===== src/sv/midi_clock_tempo_tracker_macros.svh =====
// Assertion helpers shared by the tempo tracker modules.
`ifndef MIDI_CLOCK_TEMPO_TRACKER_MACROS_SVH
`define MIDI_CLOCK_TEMPO_TRACKER_MACROS_SVH

// Consequent must hold in the same cycle as the antecedent.
`define MCTT_ASSERT_NOW(lbl, clk, rst, ante, cons) \
   lbl: assert property (@(posedge clk) disable iff (rst) (ante) |-> (cons)) \
      else $error("tempo tracker assertion failed");

// Consequent must hold in the cycle after the antecedent.
`define MCTT_ASSERT_NEXT(lbl, clk, rst, ante, cons) \
   lbl: assert property (@(posedge clk) disable iff (rst) (ante) |=> (cons)) \
      else $error("tempo tracker assertion failed");

`endif


===== src/sv/mctt_pkg.sv =====
package mctt_pkg;

   // Field widths fixed by the stream format.
   localparam int GAP_W   = 16;
   localparam int STAMP_W = 32;
   localparam int TEMPO_W = 23;
   localparam int PULSE_W = 24;
   localparam int JUMP_W  = 10;
   localparam int TREND_W = 8;
   localparam int JIT_W   = 10;
   localparam int CSR_W   = 16;
   localparam int RSP_W   = 80;

   // Tempo in tenths of BPM is 25000 * count / sum of ms gaps (24 ticks per beat).
   localparam logic [14:0]        TEMPO_NUM = 15'd25000;
   localparam logic [TEMPO_W-1:0] TEMPO_MAX = 23'd5000000;

   // Register reset values.
   localparam logic [GAP_W-1:0]   MAX_GAP_RST = 16'd500;
   localparam logic [GAP_W-1:0]   MIN_GAP_RST = 16'd5;
   localparam logic [JUMP_W-1:0]  JUMP_RST    = 10'd10;
   localparam logic [TREND_W-1:0] TREND_RST   = 8'd24;

   typedef enum logic [1:0] {
      CSR_MAX_GAP = 2'd0,
      CSR_MIN_GAP = 2'd1,
      CSR_JUMP    = 2'd2,
      CSR_TREND   = 2'd3
   } csr_index_type;

   typedef enum logic [2:0] {
      ST_FIRST   = 3'd0,
      ST_ACCEPT  = 3'd1,
      ST_REWIND  = 3'd2,
      ST_LONG    = 3'd3,
      ST_SHORT   = 3'd4,
      ST_RESTART = 3'd5
   } status_type;

   // Commands from the controller to the datapath.
   typedef struct packed {
      logic capture;
      logic classify;
      logic update;
      logic div_start;
      logic div_sel_tempo;
      logic pulse_latch;
      logic tempo_latch;
      logic tempo_sat;
      logic smooth;
      logic load_out;
   } cmd_type;

   // Status from the datapath to the controller.
   typedef struct packed {
      status_type code;
      logic       sum_zero;
      logic       div_busy;
      logic       div_done;
   } stat_type;

endpackage


===== src/sv/mctt_div.sv =====
`include "midi_clock_tempo_tracker_macros.svh"

module mctt_div import mctt_pkg::*; #(
   parameter int DW = 29,
   parameter int VW = 21
) (
   input  logic          clock,
   input  logic          reset,
   input  logic          start,
   input  logic [DW-1:0] dividend,
   input  logic [VW-1:0] divisor,
   output logic          busy,
   output logic          done,
   output logic [DW-1:0] quotient
);

   localparam int CW = $clog2(DW + 1);

   logic [CW-1:0] cnt_ff;
   logic          done_ff;
   logic [VW-1:0] rem_ff;
   logic [DW-1:0] quo_ff;
   logic [VW-1:0] dvs_ff;

   logic [VW:0]   shifted;
   logic [VW+1:0] trial;
   logic          ge;

   // One restoring step: bring down the next dividend bit and try the subtract.
   assign shifted = {rem_ff, quo_ff[DW-1]};
   assign trial   = {1'b0, shifted} - {2'b00, dvs_ff};
   assign ge      = ~trial[VW+1];

   // Step counter and completion pulse.
   always_ff @(posedge clock) begin
      if (reset) begin
         cnt_ff  <= '0;
         done_ff <= 1'b0;
      end else begin
         done_ff <= (cnt_ff == CW'(1));
         if (start) begin
            cnt_ff <= CW'(DW);
         end else if (cnt_ff != '0) begin
            cnt_ff <= cnt_ff - CW'(1);
         end
      end
   end

   // Remainder and quotient; the quotient shifts in over the dividend bits.
   always_ff @(posedge clock) begin
      if (start) begin
         rem_ff <= '0;
         quo_ff <= dividend;
         dvs_ff <= divisor;
      end else if (cnt_ff != '0) begin
         rem_ff <= ge ? trial[VW-1:0] : shifted[VW-1:0];
         quo_ff <= {quo_ff[DW-2:0], ge};
      end
   end

   assign busy     = (cnt_ff != '0);
   assign done     = done_ff;
   assign quotient = quo_ff;

   `MCTT_ASSERT_NOW(a_done_after_last_step, clock, reset, done_ff, cnt_ff == '0)

endmodule


===== src/sv/mctt_dp.sv =====
`include "midi_clock_tempo_tracker_macros.svh"

module mctt_dp import mctt_pkg::*; #(
   parameter int WINDOW = 32
) (
   input  logic                 clock,
   input  logic                 reset,
   // Input beat payload
   input  logic                 req_kind,
   input  logic [STAMP_W-1:0]   req_stamp,
   // Register writes
   input  logic                 csr_we,
   input  logic [1:0]           csr_addr,
   input  logic [CSR_W-1:0]     csr_wdata,
   // Controller link
   input  cmd_type              cmd,
   output stat_type             stat,
   // Result payload
   output logic [RSP_W-1:0]     rsp_data
);

   localparam int PW = (WINDOW > 1) ? $clog2(WINDOW) : 1;
   localparam int FW = $clog2(WINDOW + 1);
   localparam int SW = GAP_W + $clog2(WINDOW);
   localparam int NW = 15 + FW;
   localparam int DW = (SW + 8 > NW) ? SW + 8 : NW;

   // Configuration registers
   logic [GAP_W-1:0]   max_gap_ff;
   logic [GAP_W-1:0]   min_gap_ff;
   logic [JUMP_W-1:0]  jump_ff;
   logic [TREND_W-1:0] trend_ff;

   // Tracker state
   logic [STAMP_W-1:0]       last_ff;
   logic                     have_ff;
   logic [PW-1:0]            pos_ff;
   logic [FW-1:0]            fill_ff;
   logic [SW-1:0]            sum_ff;
   logic [PULSE_W-1:0]       pulse_ff;
   logic signed [JIT_W-1:0]  jitter_ff;
   logic [TEMPO_W-1:0]       smooth_ff;

   // Per-item payload
   logic                 kind_ff;
   logic [STAMP_W-1:0]   stamp_ff;
   logic [GAP_W-1:0]     gap_ff;
   status_type           status_ff;
   logic [TEMPO_W-1:0]   raw_ff;
   logic [GAP_W-1:0]     rd_ff;
   logic [RSP_W-1:0]     rsp_ff;

   logic [GAP_W-1:0]     ring_mem [WINDOW];

   // Classification of the captured beat.
   logic [STAMP_W-1:0] gap32;
   status_type         code;

   assign gap32 = stamp_ff - last_ff;

   always_comb begin
      priority if (kind_ff) begin
         code = ST_RESTART;
      end else if (!have_ff) begin
         code = ST_FIRST;
      end else if (stamp_ff < last_ff) begin
         code = ST_REWIND;
      end else if (gap32 > {16'd0, max_gap_ff}) begin
         code = ST_LONG;
      end else if (gap32 < {16'd0, min_gap_ff}) begin
         code = ST_SHORT;
      end else begin
         code = ST_ACCEPT;
      end
   end

   // While the window is filling, the slot under pos_ff was never written since the last clear.
   logic             ring_full;
   logic [GAP_W-1:0] old_gap;
   logic [SW-1:0]    sum_in;

   assign ring_full = (fill_ff == FW'(WINDOW));
   assign old_gap   = ring_full ? rd_ff : '0;
   assign sum_in    = sum_ff - SW'(old_gap) + SW'(gap_ff);

   // Divider operands: pulse width first, then tempo.
   logic [NW-1:0]  tempo_num;
   logic [DW-1:0]  div_dividend;
   logic [SW-1:0]  div_divisor;
   logic [DW-1:0]  div_quo;
   logic           div_busy;
   logic           div_done;

   assign tempo_num    = NW'(TEMPO_NUM) * NW'(fill_ff);
   assign div_dividend = cmd.div_sel_tempo ? DW'(tempo_num) : DW'({sum_ff, 8'd0});
   assign div_divisor  = cmd.div_sel_tempo ? sum_ff : SW'(fill_ff);

   mctt_div #(
      .DW (DW),
      .VW (SW)
   ) u_div (
      .clock    (clock),
      .reset    (reset),
      .start    (cmd.div_start),
      .dividend (div_dividend),
      .divisor  (div_divisor),
      .busy     (div_busy),
      .done     (div_done),
      .quotient (div_quo)
   );

   // Smoothing step: jump on a large difference, otherwise count the trend.
   logic [TEMPO_W:0]         diff;
   logic [TEMPO_W:0]         diff_mag;
   logic                     diff_neg;
   logic                     diff_zero;
   logic [TEMPO_W-1:0]       absdiff;
   logic                     do_jump;
   logic signed [JIT_W-1:0]  jit_up;
   logic signed [JIT_W-1:0]  jit_dn;
   logic signed [JIT_W:0]    trend_s;
   logic                     step_up;
   logic                     step_dn;

   assign diff      = {1'b0, raw_ff} - {1'b0, smooth_ff};
   assign diff_neg  = diff[TEMPO_W];
   assign diff_zero = (diff == '0);
   assign diff_mag  = diff_neg ? ((TEMPO_W + 1)'(0) - diff) : diff;
   assign absdiff   = diff_mag[TEMPO_W-1:0];
   assign do_jump   = (absdiff > TEMPO_W'(jump_ff));
   assign jit_up    = jitter_ff + JIT_W'(1);
   assign jit_dn    = jitter_ff - JIT_W'(1);
   assign trend_s   = $signed({3'b000, trend_ff});
   assign step_up   = ($signed({jit_up[JIT_W-1], jit_up}) > trend_s);
   assign step_dn   = ($signed({jit_dn[JIT_W-1], jit_dn}) < ((JIT_W + 1)'(0) - trend_s));

   // Configuration and tracker state.
   always_ff @(posedge clock) begin
      if (reset) begin
         max_gap_ff <= MAX_GAP_RST;
         min_gap_ff <= MIN_GAP_RST;
         jump_ff    <= JUMP_RST;
         trend_ff   <= TREND_RST;
         last_ff    <= '0;
         have_ff    <= 1'b0;
         pos_ff     <= '0;
         fill_ff    <= '0;
         sum_ff     <= '0;
         pulse_ff   <= '0;
         jitter_ff  <= '0;
         smooth_ff  <= '0;
      end else begin
         if (csr_we) begin
            unique case (csr_index_type'(csr_addr))
               CSR_MAX_GAP: max_gap_ff <= csr_wdata;
               CSR_MIN_GAP: min_gap_ff <= csr_wdata;
               CSR_JUMP:    jump_ff    <= csr_wdata[JUMP_W-1:0];
               CSR_TREND:   trend_ff   <= csr_wdata[TREND_W-1:0];
            endcase
         end

         if (cmd.classify) begin
            if (code == ST_RESTART) begin
               last_ff  <= '0;
               have_ff  <= 1'b0;
               pulse_ff <= '0;
            end else begin
               last_ff <= stamp_ff;
               have_ff <= 1'b1;
            end
            if (code == ST_RESTART || code == ST_REWIND || code == ST_LONG ||
                code == ST_SHORT) begin
               pos_ff    <= '0;
               fill_ff   <= '0;
               sum_ff    <= '0;
               jitter_ff <= '0;
            end
         end

         if (cmd.update) begin
            sum_ff <= sum_in;
            pos_ff <= (pos_ff == PW'(WINDOW - 1)) ? '0 : pos_ff + PW'(1);
            if (!ring_full) begin
               fill_ff <= fill_ff + FW'(1);
            end
         end

         if (cmd.pulse_latch) begin
            pulse_ff <= div_quo[PULSE_W-1:0];
         end

         if (cmd.smooth) begin
            priority if (do_jump) begin
               smooth_ff <= raw_ff;
               jitter_ff <= '0;
            end else if (!diff_zero && !diff_neg) begin
               if (step_up) begin
                  smooth_ff <= smooth_ff + TEMPO_W'(1);
                  jitter_ff <= '0;
               end else begin
                  jitter_ff <= jit_up;
               end
            end else if (diff_neg) begin
               if (step_dn) begin
                  smooth_ff <= smooth_ff - TEMPO_W'(1);
                  jitter_ff <= '0;
               end else begin
                  jitter_ff <= jit_dn;
               end
            end else if (jitter_ff > 0) begin
               jitter_ff <= jit_dn;
            end else if (jitter_ff < 0) begin
               jitter_ff <= jit_up;
            end else begin
               jitter_ff <= jitter_ff;
            end
         end
      end
   end

   // Per-item payload registers.
   always_ff @(posedge clock) begin
      if (cmd.capture) begin
         kind_ff  <= req_kind;
         stamp_ff <= req_stamp;
      end
      if (cmd.classify) begin
         status_ff <= code;
         gap_ff    <= gap32[GAP_W-1:0];
         raw_ff    <= '0;
      end
      if (cmd.tempo_sat) begin
         raw_ff <= TEMPO_MAX;
      end else if (cmd.tempo_latch) begin
         raw_ff <= (div_quo > DW'(TEMPO_MAX)) ? TEMPO_MAX : div_quo[TEMPO_W-1:0];
      end
      if (cmd.load_out) begin
         rsp_ff <= {7'd0, smooth_ff, raw_ff, pulse_ff, status_ff};
      end
   end

   // Gap ring: one write and one registered read, both at pos_ff.
   always_ff @(posedge clock) begin
      if (cmd.update) begin
         ring_mem[pos_ff] <= gap_ff;
      end
      rd_ff <= ring_mem[pos_ff];
   end

   assign stat.code     = code;
   assign stat.sum_zero = (sum_ff == '0);
   assign stat.div_busy = div_busy;
   assign stat.div_done = div_done;
   assign rsp_data      = rsp_ff;

   `MCTT_ASSERT_NOW(a_pos_tracks_fill, clock, reset, !ring_full, FW'(pos_ff) == fill_ff)
   `MCTT_ASSERT_NOW(a_empty_sum_zero, clock, reset, fill_ff == '0, sum_ff == '0)
   `MCTT_ASSERT_NOW(a_pulse_fits, clock, reset, cmd.pulse_latch, (div_quo >> PULSE_W) == '0)

endmodule


===== src/sv/mctt_ctrl.sv =====
`include "midi_clock_tempo_tracker_macros.svh"

module mctt_ctrl import mctt_pkg::*; (
   input  logic     clock,
   input  logic     reset,
   input  logic     req_tvalid,
   output logic     req_tready,
   output logic     rsp_tvalid,
   input  logic     rsp_tready,
   input  stat_type stat,
   output cmd_type  cmd
);

   typedef enum logic [3:0] {
      S_IDLE,
      S_CLASSIFY,
      S_UPDATE,
      S_PULSE_START,
      S_PULSE_WAIT,
      S_TEMPO_START,
      S_TEMPO_WAIT,
      S_SMOOTH,
      S_DONE
   } state_type;

   state_type state_ff;
   logic      rsp_valid_ff;
   logic      out_free;

   assign out_free = !rsp_valid_ff || rsp_tready;

   // Command decode for the current step.
   always_comb begin
      cmd               = '0;
      cmd.capture       = (state_ff == S_IDLE) && req_tvalid;
      cmd.classify      = (state_ff == S_CLASSIFY);
      cmd.update        = (state_ff == S_UPDATE);
      cmd.div_start     = (state_ff == S_PULSE_START) ||
                          ((state_ff == S_TEMPO_START) && !stat.sum_zero);
      cmd.div_sel_tempo = (state_ff == S_TEMPO_START);
      cmd.pulse_latch   = (state_ff == S_PULSE_WAIT) && stat.div_done;
      cmd.tempo_latch   = (state_ff == S_TEMPO_WAIT) && stat.div_done;
      cmd.tempo_sat     = (state_ff == S_TEMPO_START) && stat.sum_zero;
      cmd.smooth        = (state_ff == S_SMOOTH);
      cmd.load_out      = (state_ff == S_DONE) && out_free;
   end

   // Sequencer and the result valid flag.
   always_ff @(posedge clock) begin
      if (reset) begin
         state_ff     <= S_IDLE;
         rsp_valid_ff <= 1'b0;
      end else begin
         if (cmd.load_out) begin
            rsp_valid_ff <= 1'b1;
         end else if (rsp_tready) begin
            rsp_valid_ff <= 1'b0;
         end

         unique case (state_ff)
            S_IDLE: begin
               if (req_tvalid) begin
                  state_ff <= S_CLASSIFY;
               end
            end
            S_CLASSIFY: begin
               state_ff <= (stat.code == ST_ACCEPT) ? S_UPDATE : S_DONE;
            end
            S_UPDATE: begin
               state_ff <= S_PULSE_START;
            end
            S_PULSE_START: begin
               state_ff <= S_PULSE_WAIT;
            end
            S_PULSE_WAIT: begin
               if (stat.div_done) begin
                  state_ff <= S_TEMPO_START;
               end
            end
            S_TEMPO_START: begin
               state_ff <= stat.sum_zero ? S_SMOOTH : S_TEMPO_WAIT;
            end
            S_TEMPO_WAIT: begin
               if (stat.div_done) begin
                  state_ff <= S_SMOOTH;
               end
            end
            S_SMOOTH: begin
               state_ff <= S_DONE;
            end
            S_DONE: begin
               if (out_free) begin
                  state_ff <= S_IDLE;
               end
            end
            default: begin
               state_ff <= S_IDLE;
            end
         endcase
      end
   end

   assign req_tready = (state_ff == S_IDLE);
   assign rsp_tvalid = rsp_valid_ff;

   `MCTT_ASSERT_NOW(a_idle_divider_quiet, clock, reset, state_ff == S_IDLE, !stat.div_busy)
   `MCTT_ASSERT_NEXT(a_divide_only_on_accept, clock, reset,
                     cmd.classify && stat.code != ST_ACCEPT, state_ff == S_DONE)

endmodule


===== src/sv/midi_clock_tempo_tracker.sv =====
// One beat in, one result out. Restart, first, rewind, long and short beats go from classify
// straight to the result register. An accepted gap also passes through the window update, a
// pulse width divide and a tempo divide (skipped when the gap sum is zero), both in one
// bit-serial divider of DW = 24 + log2(WINDOW) bits, then smoothing. A new beat is taken the
// cycle after the result is registered; a stalled result holds off the input.
// Synchronous active-high reset restores register defaults and clears all tracker state.
module midi_clock_tempo_tracker import mctt_pkg::*; #(
   parameter int WINDOW = 32
) (
   input  logic               clock,
   input  logic               reset,
   // Input stream
   input  logic               req_tvalid,
   output logic               req_tready,
   input  logic [31:0]        req_tdata,   // [31:0] timestamp_ms
   input  logic               req_tuser,   // [0] kind
   // Register write port
   input  logic               csr_we,
   input  logic [1:0]         csr_addr,
   input  logic [CSR_W-1:0]   csr_wdata,
   // Result stream
   output logic               rsp_tvalid,
   input  logic               rsp_tready,
   output logic [RSP_W-1:0]   rsp_tdata    // [2:0] status, [26:3] pulse_width_q8,
                                           // [49:27] raw_tempo_x10,
                                           // [72:50] smooth_tempo_x10, [79:73] zero
);

   cmd_type  cmd;
   stat_type stat;

   mctt_ctrl u_ctrl (
      .clock      (clock),
      .reset      (reset),
      .req_tvalid (req_tvalid),
      .req_tready (req_tready),
      .rsp_tvalid (rsp_tvalid),
      .rsp_tready (rsp_tready),
      .stat       (stat),
      .cmd        (cmd)
   );

   mctt_dp #(
      .WINDOW (WINDOW)
   ) u_dp (
      .clock     (clock),
      .reset     (reset),
      .req_kind  (req_tuser),
      .req_stamp (req_tdata),
      .csr_we    (csr_we),
      .csr_addr  (csr_addr),
      .csr_wdata (csr_wdata),
      .cmd       (cmd),
      .stat      (stat),
      .rsp_data  (rsp_tdata)
   );

endmodule


===== config.mk =====
export PLATFORM = sky130hd
export DESIGN_NAME = midi_clock_tempo_tracker
export DESIGN_NICKNAME = d
export VERILOG_FILES = /design/src/sv/mctt_pkg.sv /design/src/sv/mctt_div.sv /design/src/sv/mctt_dp.sv /design/src/sv/mctt_ctrl.sv /design/src/sv/midi_clock_tempo_tracker.sv
export VERILOG_INCLUDE_DIRS = /design/src /design/src/sv
export SDC_FILE = /design/constraint.sdc
export NUM_CORES = 2
export LEC_CHECK = 0
export BUFFER_PORTS_ARGS = -buffer_cell sky130_fd_sc_hd__buf_2
export CORE_UTILIZATION = 25
export DETAILED_ROUTE_END_ITERATION = 10
export GPL_TIMING_DRIVEN = 0
export PLACE_DENSITY_LB_ADDON = 0.3
export SYNTH_ARGS = -nofsm -noshare
export SYNTH_HDL_FRONTEND = slang
export SYNTH_SLANG_ARGS = --single-unit

===== constraint.sdc =====
create_clock -name clock -period 9 [get_ports clock]
set_clock_uncertainty 0.15 [all_clocks]
set_input_delay 0.9 -clock clock [delete_from_list [all_inputs] [get_ports clock]]
set_output_delay 0.9 -clock clock [all_outputs]
set_load 0.01 [all_outputs]

==> flow_summary.yaml <==
run_status:
  status: "finished, final reports clean"
synthesis:
  synthFlopType: "edfxtp_1"
  synth.mux.area_fraction: 0.06657
  synth.distinct_cells: 101
  yosys_warnings: 0
  avgSynthCellArea_um2: 12.15
  synth_cells: 3729
  yosys.area_share.simple: 0.1121
  synth_compound_area_frac: 0.1220
  ys_ff_latch: 930
  syn_area_mm2: 0.04529
  synth_xor_area_frac: 0.02453
  yosysSeqAreaShare: 0.5629
  synth_edf_count: 687
  synth_top_family_by_area: "compound AO/OA/AOI/OAI gates"
  async_flop_share: 0
  synthAdderAreaFrac: 0.07403
drt:
  routedWlPerCell_um: 20.18
  drt-initial-drc-count: 2493
  antenna_left: 0
  firstDrtPassIters: 8
  vias: 30865
  wirelength_mm: 130.2
  vias_per_cell: 4.786
  drcViolationCount: 0
hold_path:
  min_path_type: "input port to flop"
setup_path:
  worst-setup-path-type: "flop to flop"
  worst_setup_path_start_kind: "flop"
  endpoint_kind: "flop"
  worstPathArrival_ps: 8790
  crit_required_ps: 9440
  crit_fanout: 27
floorplan:
  pin_count: 138
  chipHeight_um: 427.6
  placementRows: 155
  coreArea_mm2: 0.1792
  die_x_um: 427.6
  dieArea_mm2: 0.1829
  start_util: 0.2528
clock_tree:
  cts_setup_buffers: 0
  clkTransAtPathRegs_ps: 60
  ctsHoldBuffers: 0
  cts_root_buffer: "clkbuf_16"
  cts_tree: "yes"
  cts_resized: 0
  cts_buffers: 96
  htreeDepth: 3
  clock_path_buffers: 3
  cts.sinks: 930
  clk_latency_ps: 730
final_layout:
  fillers: 18316
  area_growth_pct: 17.48
  drive_gt1_frac: 0.1402
  finish.instance_area_mm2: 0.05321
  design.final.nets: 4319
  fin_cells: 6449
pwr:
  switching_power_w: 0.002687
  clkPwrFrac: 0.401
  pwr-share-seq: 0.490
  swShare: 0.2608
  irDropWorstVdd_mv: 0.1397
  comb_power_share: 0.109
  p_leak_nw: 18.72
  p_int_w: 0.007617
  p_per_area_mw_per_mm2: 193.7
timing:
  grt_setup_unrepaired: "no"
  hold-worst-slack_ps: 194.6
  fin_crit_sh: 0.9274
  hold_viol: 0
  setup_viol: 0
  slew_headroom: 0.02985
  min_period_ps: 8347
  finalMaxSlewViolations: 0
  fmax_mhz: 119.8
  setup_tns_ps: 0
  tightest_slew_ps: 1455
global_route:
  grt_util_all_layers: 0.1387
  grt_pass1_wl_mm: 192.0
  grt_pass1_vias: 29575
  grt_max_degree: 35
  antenna_found_initial: 1
  overflow: 0
flow_run:
  maxCapViolCount: 0
placed_design:
  gp_congestion: 0.8824
  placedCellCount: 6258
  io_buffers: 129
  dp.final_hpwl_mm: 94.45
  placed_area_mm2: 0.04967
==> cells in the mapped netlist (10+ instances only) <==
| library cell | n | area, um^2 |
|---|---|---|
| o211ai_1 | 37 | 277.8 |
| a221o_1 | 19 | 190.2 |
| nor2b_1 | 29 | 181.4 |
| buf_2 | 10 | 50.05 |
| nand2b_1 | 29 | 181.4 |
| o21ai_0 | 125 | 625.6 |
| fa_1 | 25 | 500.5 |
| and3_1 | 28 | 175.2 |
| a211o_1 | 11 | 96.34 |
| nand3_1 | 82 | 410.4 |
| nand3b_1 | 37 | 277.8 |
| a21oi_1 | 259 | 1296 |
| a31oi_1 | 19 | 118.9 |
| dfxtp_1 | 243 | 4865 |
| mux4_2 | 128 | 2883 |
| nor4_1 | 21 | 131.4 |
| ha_1 | 228 | 2853 |
| nand4_1 | 42 | 262.8 |
| mux2i_1 | 11 | 110.1 |
| o21a_1 | 33 | 247.7 |
| nor3b_1 | 13 | 97.59 |
| buf_4 | 10 | 75.07 |
| a22o_1 | 10 | 87.58 |
| o21bai_1 | 18 | 135.1 |
| nor2_1 | 238 | 893.4 |
| buf_1 | 18 | 67.56 |
| or3_1 | 23 | 143.9 |
| o31ai_1 | 20 | 150.1 |
| nor3_1 | 65 | 325.3 |
| nand2_1 | 284 | 1066 |
| and2_1 | 40 | 250.2 |
| xnor2_1 | 83 | 727.0 |
| a22oi_1 | 107 | 803.3 |
| a21o_1 | 47 | 352.8 |
| inv_1 | 257 | 964.7 |
| and4_1 | 22 | 192.7 |
| xor2_1 | 42 | 367.9 |
| clkbuf_1 | 136 | 510.5 |
| or2_2 | 20 | 125.1 |
| a211oi_1 | 28 | 210.2 |
| edfxtp_1 | 687 | 20630 |
==> flip-flops by register name (all words and copies together) (netlist names), 21 cells and up <==
| signal | count |
|---|---|
| u_dp.smooth_ff | 23 |
| u_dp.stamp_ff | 32 |
| u_dp.u_div.quotient | 29 |
| u_dp.ring_mem | 512 |
| u_dp.last_ff | 32 |
| u_dp.sum_ff | 21 |
| u_dp.u_div.rem_ff | 21 |
| u_dp.pulse_ff | 24 |
| u_dp.rsp_data | 73 |
| u_dp.raw_ff | 23 |
| u_dp.u_div.dvs_ff | 21 |
==> layer usage <==
layer | GRT usage | wire [um] | vias to the layer above
li1 | - | - | 14573
met1 | 0.1915 | 59590 | 15282
met2 | 0.2238 | 60200 | 810
met3 | 0.02344 | 6869 | 200
met4 | 0.03648 | 3494 | 0
met5 | 0 | 0 | -
==> cell families (layout without fill, tap and decap cells) <==
logic type | after synthesis | count (layout)
muxes | 141 | 141
buffers and inverters | 436 | 794
adders and majority gates | 253 | 253
xor gates and xnor gates | 126 | 126
and+or+nand+nor | 1009 | 1009
AOI/OAI and AO/OA | 833 | 833
other | 1 | 8
DFF | 930 | 930
==> worst paths after layout <==
check,end,start,slack [ps],depth (start not counted)
hold / removal,u_dp.stamp_ff[4],req_tdata[4],190,1
hold reg to reg,u_dp.rsp_data[0],u_dp.status_ff[0],270,0
setup / recovery,u_dp.smooth_ff[22],u_dp.smooth_ff[0],650,26
setup reg to reg,u_dp.smooth_ff[22],u_dp.smooth_ff[0],650,26
==> critical path: stages (launching register included) <==
cell and delay, ps:
dfxtp_1 700, ha_1 300, inv_1 60, fa_1 460, a211oi_2 300, o21ai_1 210
nand2_4 150, xnor2_2 110, nor4b_2 600, nand4b_1 300, nor4_2 460, and2_1 300
or2_4 410, ha_1 370, a211o_1 350, a2111oi_0 620, o31ai_1 250, o41ai_1 510
o21ai_0 230, o21ai_0 180, nand2b_1 70, a21oi_1 210, o21ai_0 200, a31oi_1 240
xnor2_1 110, a41o_1 240, nor3_1 150
==> metrics by stage <==
step                      setup WS [ps]  utilization  total power, W
after CTS                         311.6       0.2955         0.01039
after floorplan                    1804            -        0.005833
after global routing              62.49       0.2969         0.01072
after detailed placement          388.2       0.2772        0.006255
final                             653.1       0.2969         0.01030
after global placement           -249.4       0.2729        0.006232
==> cells in the final DEF, fill, tap and decap left out, types with 20 or more instances in the layout <==
cell / Yosys / final
a21o_1: 47 / 47
nand3b_1: 37 / 37
clkbuf_16: 0 / 96
xor2_1: 42 / 42
xnor2_1: 83 / 83
buf_8: 1 / 27
nand4_1: 42 / 42
mux4_2: 128 / 128
o211ai_1: 37 / 37
nor2_1: 238 / 206
nor2_2: 1 / 33
ha_1: 228 / 228
nor4_1: 21 / 21
and4_1: 22 / 22
inv_1: 257 / 257
nand2b_1: 29 / 29
and2_1: 40 / 39
nor2b_1: 29 / 28
or3_1: 23 / 23
clkbuf_1: 136 / 154
o21a_1: 33 / 33
a22oi_1: 107 / 107
nor3_1: 65 / 64
o21ai_0: 125 / 125
nand3_1: 82 / 82
a211oi_1: 28 / 28
fa_1: 25 / 25
dfxtp_1: 243 / 243
buf_2: 10 / 140
o31ai_1: 20 / 20
clkinv_2: 0 / 20
edfxtp_1: 687 / 687
and3_1: 28 / 28
nand2_1: 284 / 284
a21oi_1: 259 / 259
==> power groups by stage <==
stage,Sequential [W],Combinational [W],Clock [W]
6_report,0.00505,0.00112,0.00413
5_1_grt,0.00507,0.00127,0.00438
4_1_cts,0.00507,0.00110,0.00422
3_5_place_dp,0.00516,0.00109,0
3_3_place_gp,0.00517,0.00106,0
2_1_floorplan,0.00504,0.000798,0
==> area by class of cell <==
class / instances / area (um^2) / share of cell area
timing repair buffer: 178 / 1549 / 0.02911
antenna: 1 / 2.502 / 0.00004703
buffer: 176 / 740.7 / 0.01392
multi-input combinational: 2369 / 18210 / 0.3423
clock inverter: 61 / 758.2 / 0.01425
sequential: 930 / 25490 / 0.4791
tap: 2355 / 2947 / 0.05538
clock buffer: 120 / 2532 / 0.04759
inverter: 259 / 972.2 / 0.01827
Note: power is estimated with default switching activity, not from simulation.
